### src/rtl/dbd_pkg.sv
// ----------------------------------------------------------------------------
// dbd_pkg
// Shared widths, constants and the month table for the date difference block.
// ----------------------------------------------------------------------------
`default_nettype none

package dbd_pkg;

  localparam int unsigned YearW  = 14;
  localparam int unsigned MonthW = 4;
  localparam int unsigned DayW   = 5;
  localparam int unsigned DiffW  = 23;

  // Day number width: the largest value for a 14-bit year fits 23 bits.
  localparam int unsigned DayNumW = 23;

  localparam int unsigned DaysPerYear = 365;

  // x / 25 == (x * Recip25) >> Recip25Shift for x below 43690
  localparam int unsigned Recip25      = 5243;
  localparam int unsigned Recip25Shift = 17;
  localparam int unsigned Div25        = 25;

  localparam int unsigned MonthIdxW = 4;
  localparam int unsigned DbmW      = 9;

  // Stage enables handed from the flow control to the lanes
  typedef struct packed {
    logic en1;
    logic en2;
  } lane_en_t;

  // Days in the months of a common year that come before the given month.
  function automatic logic [DbmW-1:0] days_before_month(input logic [MonthIdxW-1:0] idx);
    logic [DbmW-1:0] r;
    case (idx)
      4'd0:    r = 9'd0;
      4'd1:    r = 9'd31;
      4'd2:    r = 9'd59;
      4'd3:    r = 9'd90;
      4'd4:    r = 9'd120;
      4'd5:    r = 9'd151;
      4'd6:    r = 9'd181;
      4'd7:    r = 9'd212;
      4'd8:    r = 9'd243;
      4'd9:    r = 9'd273;
      4'd10:   r = 9'd304;
      default: r = 9'd334;
    endcase
    return r;
  endfunction

endpackage

`default_nettype wire

### src/rtl/days_between_dates.sv
// ----------------------------------------------------------------------------
// days_between_dates
// Days from a start date to an end date in the proleptic Gregorian calendar.
// ----------------------------------------------------------------------------
// One transaction carries a date pair; one result transaction carries the
// signed day count (end minus start, two's complement, modulo 2^23). A new
// pair is taken every cycle while the output side keeps up; between input
// and output lie two lane stages (products, then sum) and the merge register,
// which doubles as the output register. Back-pressure
// stalls each stage only when it holds data that cannot move on, so holes in
// the stream are squeezed out. Dates are not validated: month 0 counts as
// January, months 13 to 15 as December, and the day is added as given.
// ----------------------------------------------------------------------------
`default_nettype none

module days_between_dates (
  input  wire         clk_i,
  input  wire         rst_ni,
  input  wire         s_axis_tvalid,
  output logic        s_axis_tready,
  // [13:0] start_year, [17:14] start_month, [22:18] start_day,
  // [36:23] end_year, [40:37] end_month, [45:41] end_day, [47:46] zero
  input  wire  [47:0] s_axis_tdata,
  output logic        m_axis_tvalid,
  input  wire         m_axis_tready,
  // [22:0] day_difference, [23] zero
  output logic [23:0] m_axis_tdata
);

  // Pipeline occupancy: stage 1, stage 2, output register
  logic v1_q, v2_q, v3_q;
  logic rdy1, rdy2, rdy3;
  dbd_pkg::lane_en_t lane_en;

  // a stage may load when empty or when its content moves on this cycle
  assign rdy3 = !v3_q || m_axis_tready;
  assign rdy2 = !v2_q || rdy3;
  assign rdy1 = !v1_q || rdy2;

  assign s_axis_tready = rdy1;
  assign lane_en.en1   = rdy1 && s_axis_tvalid;
  assign lane_en.en2   = rdy2 && v1_q;

  always_ff @(posedge clk_i or negedge rst_ni) begin
    if (!rst_ni) begin
      v1_q <= 1'b0;
      v2_q <= 1'b0;
      v3_q <= 1'b0;
    end else begin
      if (rdy1) begin
        v1_q <= s_axis_tvalid;
      end
      if (rdy2) begin
        v2_q <= v1_q;
      end
      if (rdy3) begin
        v3_q <= v2_q;
      end
    end
  end

  // Two lanes, one per date
  logic [dbd_pkg::DayNumW-1:0] start_num, end_num;

  dbd_lane u_lane_start (
    .clk_i     (clk_i),
    .en_i      (lane_en),
    .year_i    (s_axis_tdata[13:0]),
    .month_i   (s_axis_tdata[17:14]),
    .day_i     (s_axis_tdata[22:18]),
    .day_num_o (start_num)
  );

  dbd_lane u_lane_end (
    .clk_i     (clk_i),
    .en_i      (lane_en),
    .year_i    (s_axis_tdata[36:23]),
    .month_i   (s_axis_tdata[40:37]),
    .day_i     (s_axis_tdata[45:41]),
    .day_num_o (end_num)
  );

  // Merge: subtract and hold for the output side
  logic [dbd_pkg::DiffW-1:0] diff;

  dbd_merge u_merge (
    .clk_i       (clk_i),
    .en_i        (rdy3 && v2_q),
    .start_num_i (start_num),
    .end_num_i   (end_num),
    .diff_o      (diff)
  );

  assign m_axis_tvalid = v3_q;
  assign m_axis_tdata  = {1'b0, diff};

`ifndef SYNTHESIS
  // an accepted transaction lands in stage 1
  a_accept_fills_s1: assert property (@(posedge clk_i) disable iff (!rst_ni)
    (s_axis_tvalid && s_axis_tready) |=> v1_q)
    else $error("accepted transaction not held in stage 1");

  // stage 1 content moving on reaches stage 2
  a_s1_to_s2: assert property (@(posedge clk_i) disable iff (!rst_ni)
    (v1_q && rdy2) |=> v2_q)
    else $error("stage 1 content lost on its way to stage 2");

  // a blocked stage 2 keeps its content
  a_s2_hold: assert property (@(posedge clk_i) disable iff (!rst_ni)
    (v2_q && !rdy3) |=> v2_q)
    else $error("stalled stage 2 dropped its content");

  // stage 2 never advances into a full output register that is not drained
  a_no_overwrite: assert property (@(posedge clk_i) disable iff (!rst_ni)
    (v3_q && !m_axis_tready) |-> !(rdy3 && v2_q))
    else $error("output register overwritten while stalled");
`endif

endmodule

`default_nettype wire

### src/rtl/dbd_lane.sv
// ----------------------------------------------------------------------------
// dbd_lane
// Day number of one date, counted from the start of year 0, in two stages.
// ----------------------------------------------------------------------------
`default_nettype none

module dbd_lane (
  input  wire                              clk_i,
  input  wire dbd_pkg::lane_en_t           en_i,
  input  wire [dbd_pkg::YearW-1:0]         year_i,
  input  wire [dbd_pkg::MonthW-1:0]        month_i,
  input  wire [dbd_pkg::DayW-1:0]          day_i,
  output logic [dbd_pkg::DayNumW-1:0]      day_num_o
);

  localparam int unsigned NW = dbd_pkg::DayNumW;

  // stage 1: products and ceilings
  logic [14:0] y_p3, y_p99, y_p399;
  logic [12:0] c4_d, a100;
  logic [10:0] a400;
  logic [11:0] t_d;
  logic [9:0]  u_d;
  logic [25:0] p100;
  logic [23:0] p400;
  logic [24:0] pt;
  logic [22:0] pu;
  logic [3:0]  midx;
  logic [NW-1:0] yd_d;

  logic [NW-1:0]            yd_q;
  logic [12:0]              c4_q;
  logic [7:0]               q100_q;
  logic [5:0]               q400_q;
  logic [dbd_pkg::DbmW-1:0] dbm_q;
  logic                     late_q;
  logic [dbd_pkg::DayW-1:0] day_q;
  logic [11:0]              t_q;
  logic [7:0]               qt_q;
  logic [9:0]               u_q;
  logic [5:0]               qu_q;
  logic                     y4z_q, y16z_q;

  always_comb begin
    y_p3   = {1'b0, year_i} + 15'd3;
    y_p99  = {1'b0, year_i} + 15'd99;
    y_p399 = {1'b0, year_i} + 15'd399;
    c4_d   = y_p3[14:2];
    a100   = y_p99[14:2];
    a400   = y_p399[14:4];
    t_d    = year_i[13:2];
    u_d    = year_i[13:4];
    p100   = 26'(a100) * 26'(dbd_pkg::Recip25);
    p400   = 24'(a400) * 24'(dbd_pkg::Recip25);
    pt     = 25'(t_d) * 25'(dbd_pkg::Recip25);
    pu     = 23'(u_d) * 23'(dbd_pkg::Recip25);
    yd_d   = NW'(year_i) * NW'(dbd_pkg::DaysPerYear);
    // month 0 counts as January, 13 to 15 as December
    if (month_i == 4'd0) begin
      midx = 4'd0;
    end else if (month_i > 4'd12) begin
      midx = 4'd11;
    end else begin
      midx = month_i - 4'd1;
    end
  end

  always_ff @(posedge clk_i) begin
    if (en_i.en1) begin
      yd_q   <= yd_d;
      c4_q   <= c4_d;
      q100_q <= p100[24:17];
      q400_q <= p400[22:17];
      dbm_q  <= dbd_pkg::days_before_month(midx);
      late_q <= (month_i > 4'd2);
      day_q  <= day_i;
      t_q    <= t_d;
      qt_q   <= pt[24:17];
      u_q    <= u_d;
      qu_q   <= pu[22:17];
      y4z_q  <= (year_i[1:0] == 2'd0);
      y16z_q <= (year_i[3:0] == 4'd0);
    end
  end

  // stage 2: leap test and sum
  logic [11:0]   qt25;
  logic [9:0]    qu25;
  logic          is100, is400, leap;
  logic [NW-1:0] n_d;

  always_comb begin
    qt25  = 12'(12'(qt_q) * 12'(dbd_pkg::Div25));
    qu25  = 10'(10'(qu_q) * 10'(dbd_pkg::Div25));
    is100 = y4z_q && (t_q == qt25);
    is400 = y16z_q && (u_q == qu25);
    leap  = y4z_q && (!is100 || is400);
    n_d   = yd_q + NW'(c4_q) - NW'(q100_q) + NW'(q400_q) + NW'(dbm_q)
          + NW'(late_q && leap) + NW'(day_q);
  end

  always_ff @(posedge clk_i) begin
    if (en_i.en2) begin
      day_num_o <= n_d;
    end
  end

endmodule

`default_nettype wire

### src/rtl/dbd_merge.sv
// ----------------------------------------------------------------------------
// dbd_merge
// Combines the two lanes: end day number minus start day number, registered.
// ----------------------------------------------------------------------------
`default_nettype none

module dbd_merge (
  input  wire                           clk_i,
  input  wire                           en_i,
  input  wire  [dbd_pkg::DayNumW-1:0]   start_num_i,
  input  wire  [dbd_pkg::DayNumW-1:0]   end_num_i,
  output logic [dbd_pkg::DiffW-1:0]     diff_o
);

  logic [dbd_pkg::DiffW-1:0] diff_d;

  // wraps modulo 2^23, negative when the end date is earlier
  assign diff_d = dbd_pkg::DiffW'(end_num_i - start_num_i);

  always_ff @(posedge clk_i) begin
    if (en_i) begin
      diff_o <= diff_d;
    end
  end

endmodule

`default_nettype wire

### config.mk
export PLATFORM = sky130hd
export DESIGN_NAME = days_between_dates
export DESIGN_NICKNAME = d
export VERILOG_FILES = /design/src/rtl/dbd_pkg.sv /design/src/rtl/days_between_dates.sv /design/src/rtl/dbd_lane.sv /design/src/rtl/dbd_merge.sv
export SDC_FILE = /design/constraint.sdc
export NUM_CORES = 2
export LEC_CHECK = 0
export ABC_AREA = 1
export BUFFER_PORTS_ARGS = -buffer_cell sky130_fd_sc_hd__buf_2
export CORE_ASPECT_RATIO = 1.4
export CORE_MARGIN = 2
export CORE_UTILIZATION = 40
export DETAILED_ROUTE_END_ITERATION = 12
export HOLD_SLACK_MARGIN = 0.02
export SLEW_MARGIN = 10
export SYNTH_ARGS = -nofsm -noshare
export SYNTH_HDL_FRONTEND = slang
export SYNTH_HIERARCHICAL = 1
export SYNTH_SLANG_ARGS = --single-unit
### constraint.sdc
create_clock -name clk_i -period 16.5 [get_ports clk_i]
set_clock_uncertainty 0.05 [all_clocks]
set_input_delay 0.825 -clock clk_i [delete_from_list [all_inputs] [get_ports clk_i]]
set_output_delay 0.825 -clock clk_i [all_outputs]
set_load 0.03 [all_outputs]
-- After elaboration in Yosys (flattened, before gate mapping)
Memories as Yosys holds them, arrays and structs flattened. A register that Yosys moved wholly into a read port is not among the register bits.
Index checks and enable logic that the tools add are counted.
- ROM bits: 288
- word-level logic and storage cells: 106
- memories kept: 2
- output and inout port bits: 26
- bits in registers: 260
- input port bits: 52
- memories (memory ; words ; width ; rd ports ; clocked after memory_dff ; write ports ; RTL line ; RTL):
    (no name shown) ; 16 ; 9 ; 1 ; 1 ; 0 ; dbd_pkg.sv:36 ; case (idx)
    (no name shown) ; 16 ; 9 ; 1 ; 1 ; 0 ; dbd_pkg.sv:36 ;
- order comparisons: 4
- mux-type cells: 4
- reductions and logical operators: 27
- $add $sub $neg: 21
- equality and inequality tests: 4
- $mul: 14
- operators with widths (kind ; number):
    12-bit by 13-bit multiplier with 25-bit output, second input constant ; 2
    13-bit by 13-bit multiplier with 25-bit output, second input constant ; 2
    23-bit by 1-bit adder with 23-bit output ; 2
    23-bit by 13-bit adder with 23-bit output ; 2
    23-bit by 5-bit adder with 23-bit output ; 2
    23-bit by 6-bit adder with 23-bit output ; 2
    23-bit by 9-bit adder with 23-bit output ; 2
    10-bit by 13-bit multiplier with 23-bit output, second input constant ; 2
    11-bit by 13-bit multiplier with 23-bit output, second input constant ; 2
    14-bit by 9-bit multiplier with 23-bit output, second input constant ; 2
    23-bit by 8-bit subtractor with 23-bit output ; 2
    14-bit by 2-bit adder with 15-bit output, second input constant ; 2
    14-bit by 7-bit adder with 15-bit output, second input constant ; 2
    14-bit by 9-bit adder with 15-bit output, second input constant ; 2
    12-bit == test ; 2
    8-bit by 5-bit multiplier with 12-bit output, second input constant ; 2
    23-bit subtractor ; 1
    10-bit == test ; 2
    6-bit by 5-bit multiplier with 10-bit output, second input constant ; 2
    4-bit logical NOT ; 4
    4-bit 2-to-1 mux ; 4
    1-bit logical AND ; 11
    4-bit by 2-bit > comparator with 1-bit output, second input constant ; 2
    4-bit > comparator, second input constant ; 2
    4 further kinds ; 14

-- Depth between registers and ports, before layout
- word-level depth: 9
- mapped depth: 32
- depth with buffers taken out: 32

-- By module
Netlist, hierarchy kept.
- modules (own cells, without submodules) (module ; cells each ; sequential area each (um2) ; area each (um2) ; instances):
    dbd_lane (u_lane_end) ; 2415 ; 3483.3 ; 20855.0 ; 1
    dbd_lane (u_lane_start) ; 2409 ; 3483.3 ; 20737.4 ; 1
    dbd_merge ; 377 ; 690.7 ; 2447.3 ; 1
    days_between_dates ; 19 ; 75.1 ; 150.1 ; 1

-- Worst setup path after synthesis
No wires, ideal clock.
- path type: input-to-reg
- from: in s_axis_tdata[5]
- to: reg u_lane_start.q100_q[7], data pin
- stages: 21
- slack: 10.656 ns
- arrival time: 5.542 ns
- path buffers: 0
- data required time: 16.198 ns
- cell sequence: clkinv_1 -> ha_1 -> nand2_1 -> nand3_1 -> nor2_1 -> xor2_1 -> inv_1 -> ha_1 -> fa_1 -> inv_1 -> fa_1 -> inv_1 -> fa_1 -> fa_1 -> ha_1 -> nand2_1 -> nor2_1 -> nand4_1 -> or2_2 -> nand3_1 -> nand2_1
- word-level cells in the longest chain between the ends: 2
- ends and longest elaborated chain (what ; RTL line ; RTL):
    start, declared ; days_between_dates.sv:23 ; input wire [47:0] s_axis_tdata,
    14-bit by 7-bit adder with 15-bit output ; dbd_lane.sv:46 ; y_p99 = {1'b0, year_i} + 15'd99;
    13-bit by 13-bit multiplier with 25-bit output ; dbd_lane.sv:53 ; p100 = 26'(a100) * 26'(dbd_pkg::Recip25);
    via u_lane_start.p100[24] ; dbd_lane.sv:24 ; logic [25:0] p100;
    end signal, assigned ; dbd_lane.sv:72 ; q100_q <= p100[24:17];
    end, declared ; dbd_lane.sv:33 ; logic [7:0] q100_q;
The timed path passes the listed nets, and every way through them passes these cells.
A chain may end at the register's enable or synchronous reset.

-- Worst setup path in the final report
- from: reg u_lane_start.qt_q[3]
- to: reg u_lane_start/day_num_o[17] (netlist name), data pin
- word-level cells in the longest chain between the ends: 9
- ends and longest elaborated chain (what ; RTL line ; RTL):
    start, declared ; dbd_lane.sv:39 ; logic [7:0] qt_q;
    start signal, assigned ; dbd_lane.sv:78 ; qt_q <= pt[24:17];
    8-bit by 5-bit multiplier with 12-bit output ; dbd_lane.sv:93 ; qt25 = 12'(12'(qt_q) * 12'(dbd_pkg::Div25));
    12-bit == test ; dbd_lane.sv:95 ; is100 = y4z_q && (t_q == qt25);
    1-bit logical AND ; dbd_lane.sv:95 ;
    1-bit logical NOT ; dbd_lane.sv:97 ; leap = y4z_q && (!is100 || is400);
    1-bit logical OR ; dbd_lane.sv:97 ;
    1-bit logical AND ; dbd_lane.sv:97 ;
    1-bit logical AND ; dbd_lane.sv:99 ; + NW'(late_q && leap) + NW'(day_q);
    23-bit by 1-bit adder with 23-bit output ; dbd_lane.sv:99 ;
    23-bit by 5-bit adder with 23-bit output ; dbd_lane.sv:99 ;
    via u_lane_start.n_d[17] ; dbd_lane.sv:90 ; logic [NW-1:0] n_d;
    end signal, assigned ; dbd_lane.sv:104 ; day_num_o <= n_d;
    end, declared ; dbd_lane.sv:13 ; output logic [dbd_pkg::DayNumW-1:0] day_num_o
The timed path passes the listed nets, and every way through them passes these cells.

==> qor.yml <==
status:
  outcome: "completed"
layout:
  final_common_cell: "inv_1"
  area_growth_syn_to_layout_pct: 7.339
  drive_above_1_share_pct: 4.061
  antenna_cells: 0
  fin_cells: 6804
  layout_common_cells: "inv_1 (1285), nand2_1 (940), ha_1 (868), fa_1 (457), nor2_1 (305)"
  final_nets: 6698
die:
  placementRows: 144
  core_area_um2: 109900
  die_area_um2: 113200
  io_pins: 78
  die_x_um: 284.9
  die_y_um: 397.3
  start_util_pct: 40.21
global_route:
  grt.busiest_layer: "met2"
  grt_pass1_wl_um: 175500
  met3_usage_pct: 1.239
  grtUsageMet1_pct: 21.73
  grt.overflow.total: 0
  track_usage_pct: 19.28
  grt_max_degree: 115
  met2_usage_pct: 37.29
  grt_pass1_vias: 34970
  antenna_found_initial: 2
critical_path:
  cp_slowest_cell: "fa_1"
  rr_startpoint: "u_lane_start/qt_q[3]$_DFFE_PP_"
  crit_fanout: 6
  startpoint_type: "flip-flop"
  reg2reg_slack_ns: 10.08
  r2r-end: "u_lane_start/day_num_o[17]$_DFFE_PP_"
  r2r_cells: 25
  criticalPathCategory: "reg2reg"
  worstPathRequired_ns: 16.81
  max_stage_delay_ns: 0.51
  worstPathArrival_ns: 6.72
  worst_setup_path_end_kind: "flip-flop"
sta:
  worst_pin_slew_ns: 1.148
  finalCritPeriodShare_pct: 38.88
  setup_viol_count_final: 0
  hold_viol: 0
  fin_hold_ws_ns: 0.3444
  tns_ns: 0
  rsz0062_at_grt: "false"
  slew-limit-headroom_pct: 23.19
  drv_slew: 0
  fmax_ghz: 0.1559
  finalCriticalPeriod_ns: 6.416
synthesis:
  ys_warn_count: 6
  yosysSeqAreaShare_pct: 17.50
  synth_cell_types: 54
  synth.cell_area_um2: 44190
  syn-instance-count: 5220
  syn_nets: 6597
  synth_area_per_cell_um2: 8.465
  synth-seq-cells: 258
job:
  drv_cap: 0
min_path:
  hp-start: "s_axis_tdata[19]"
  holdPathStages: 1
  hold_end: "u_lane_start/day_q[1]$_DFFE_PP_"
  hold_path_class: "in2reg"
place:
  placedCellCount: 6749
  port-buffer-count: 74
  gp_congestion: 0.9048
  hpwl_um: 93800
cts:
  post_cts_resize_count: 0
  cts-root-buf: "clkbuf_16"
  cts-buffers-inserted: 29
  htreeDepth: 1
  clkTransAtPathRegs_ns: 0.07
  cts_sinks: 258
  clk_latency_ns: 0.62
  cts_buffer_depth: 3
  cts_tree: "built"
routing:
  wl_um: 106600
  via_count: 33040
  ant_nets: 0
  drcViolationCount: 0
  drt_first_pass_iters: 5
  vias_per_cell: 4.857
  wire_per_inst_um: 15.67
  drt_first_iter_violations: 1270
area by class of cell:
| cell class | instances | area (um2) |
|---|---|---|
| timing repair buffer | 79 | 410.4 |
| multi-input combinational | 3656 | 31540 |
| inverter | 1297 | 4876 |
| tap | 1460 | 1827 |
| clock buffer | 31 | 733.2 |
| sequential | 258 | 7732 |
| fill | 11030 | 62470 |
| clock inverter | 23 | 314.1 |
metal layers:
metal	routed length, um	vias up
met1	42640	15620
met2	56270	508
met5	27	-
li1	-	16700
met3	2733	211
met4	4977	4
cell usage after synthesis, drive strengths merged:
cell type  instances  share of area [%]
a211oi             1              0.017
a21boi            13               0.25
a21o              24               0.41
a21oi            252                2.9
a31oi             15               0.21
and2               5              0.071
and3               1              0.014
buf                8               0.11
clkbuf             1              0.011
clkinv             2              0.017
conb               1             0.0085
dfrtp              3               0.17
edfxtp           255                 17
fa               457                 21
ha               868                 25
inv             1295                 11
nand2            958                8.3
nand3            215                2.5
nand3b            10               0.17
nand4             71                1.0
nor2             326                3.0
nor3              41               0.56
nor4               2              0.028
o211a              1              0.023
o211ai             3              0.051
o21a              10               0.17
o21ai            134                1.5
o21bai            14               0.24
o22ai              2              0.028
o31ai              9               0.15
or2               14               0.20
or3                1              0.014
xnor2             49               0.97
xor2             158                3.1
xor3               1              0.054
timing repair:
item,4_1_cts,5_1_grt
endpoints found under the hold margin,3,0
hold buffers,1,0
buffers inserted,0,0
kinds of logic (layout without fill, tap and decap cells):
group	Yosys count	in the layout	synth area share (%)
other	1	1	0.008486
AND/OR/NAND/NOR	1644	1644	15.87
buffers and inverters	1306	1430	11.14
adder cells (fa/ha/maj)	1325	1325	45.28
AO/OA/AOI/OAI	478	478	6.037
flip-flops	258	258	17.50
XOR/XNOR	208	208	4.174
critical path, delay by kind of cell (launching register included):
family / cells / cell delay (ns)
AO/OA/AOI/OAI: 2 / 0.52
XOR/XNOR: 1 / 0.14
adder cells (fa/ha/maj): 9 / 3.50
buffers and inverters: 2 / 0.16
flip-flops: 1 / 0.46
AND/OR/NAND/NOR: 11 / 1.31
metrics by stage:
step / utilization (%) / instance area, um2 / setup WS [ns]
finish: 43.16 / 47430 / 10.08
CTS: 43.16 / 47430 / 10.01
global route: 43.16 / 47430 / 9.584
floorplan: - / 44190 / 10.66
detailed placement: 42.20 / 46380 / 9.469
global placement: 42.20 / 46380 / 9.490
worst max-delay path by stage:
stage | start | end | slack (ns)
2_1_floorplan | s_axis_tdata[5] | u_lane_start/q100_q[7]$_DFFE_PP_ | 10.66
4_1_cts | u_lane_start/qt_q[3]$_DFFE_PP_ | u_lane_start/day_num_o[17]$_DFFE_PP_ | 10.01
3_5_place_dp | s_axis_tdata[27] | u_lane_end/q400_q[1]$_DFFE_PP_ | 9.47
6_report | u_lane_start/qt_q[3]$_DFFE_PP_ | u_lane_start/day_num_o[17]$_DFFE_PP_ | 10.08
5_1_grt | u_lane_start/qt_q[3]$_DFFE_PP_ | u_lane_start/day_num_o[17]$_DFFE_PP_ | 9.58
3_3_place_gp | s_axis_tdata[27] | u_lane_end/q100_q[7]$_DFFE_PP_ | 9.49
sequential cells by signal, summed over array words and instances (netlist names), 9 cells and up:
signal,cells
u_lane_end/yd_q,23
u_lane_start/dbm_q,9
u_lane_end/c4_q,13
u_lane_start/yd_q,23
u_lane_start/t_q,12
u_lane_start/day_num_o,23
u_lane_end/dbm_q,9
u_lane_end/day_num_o,23
u_lane_end/t_q,12
u_lane_start/c4_q,13
u_merge/diff_o,23
Power is left out: the tool's default activity adds up to more than one toggle a clock period on the data nets, which glitch-free logic cannot reach.
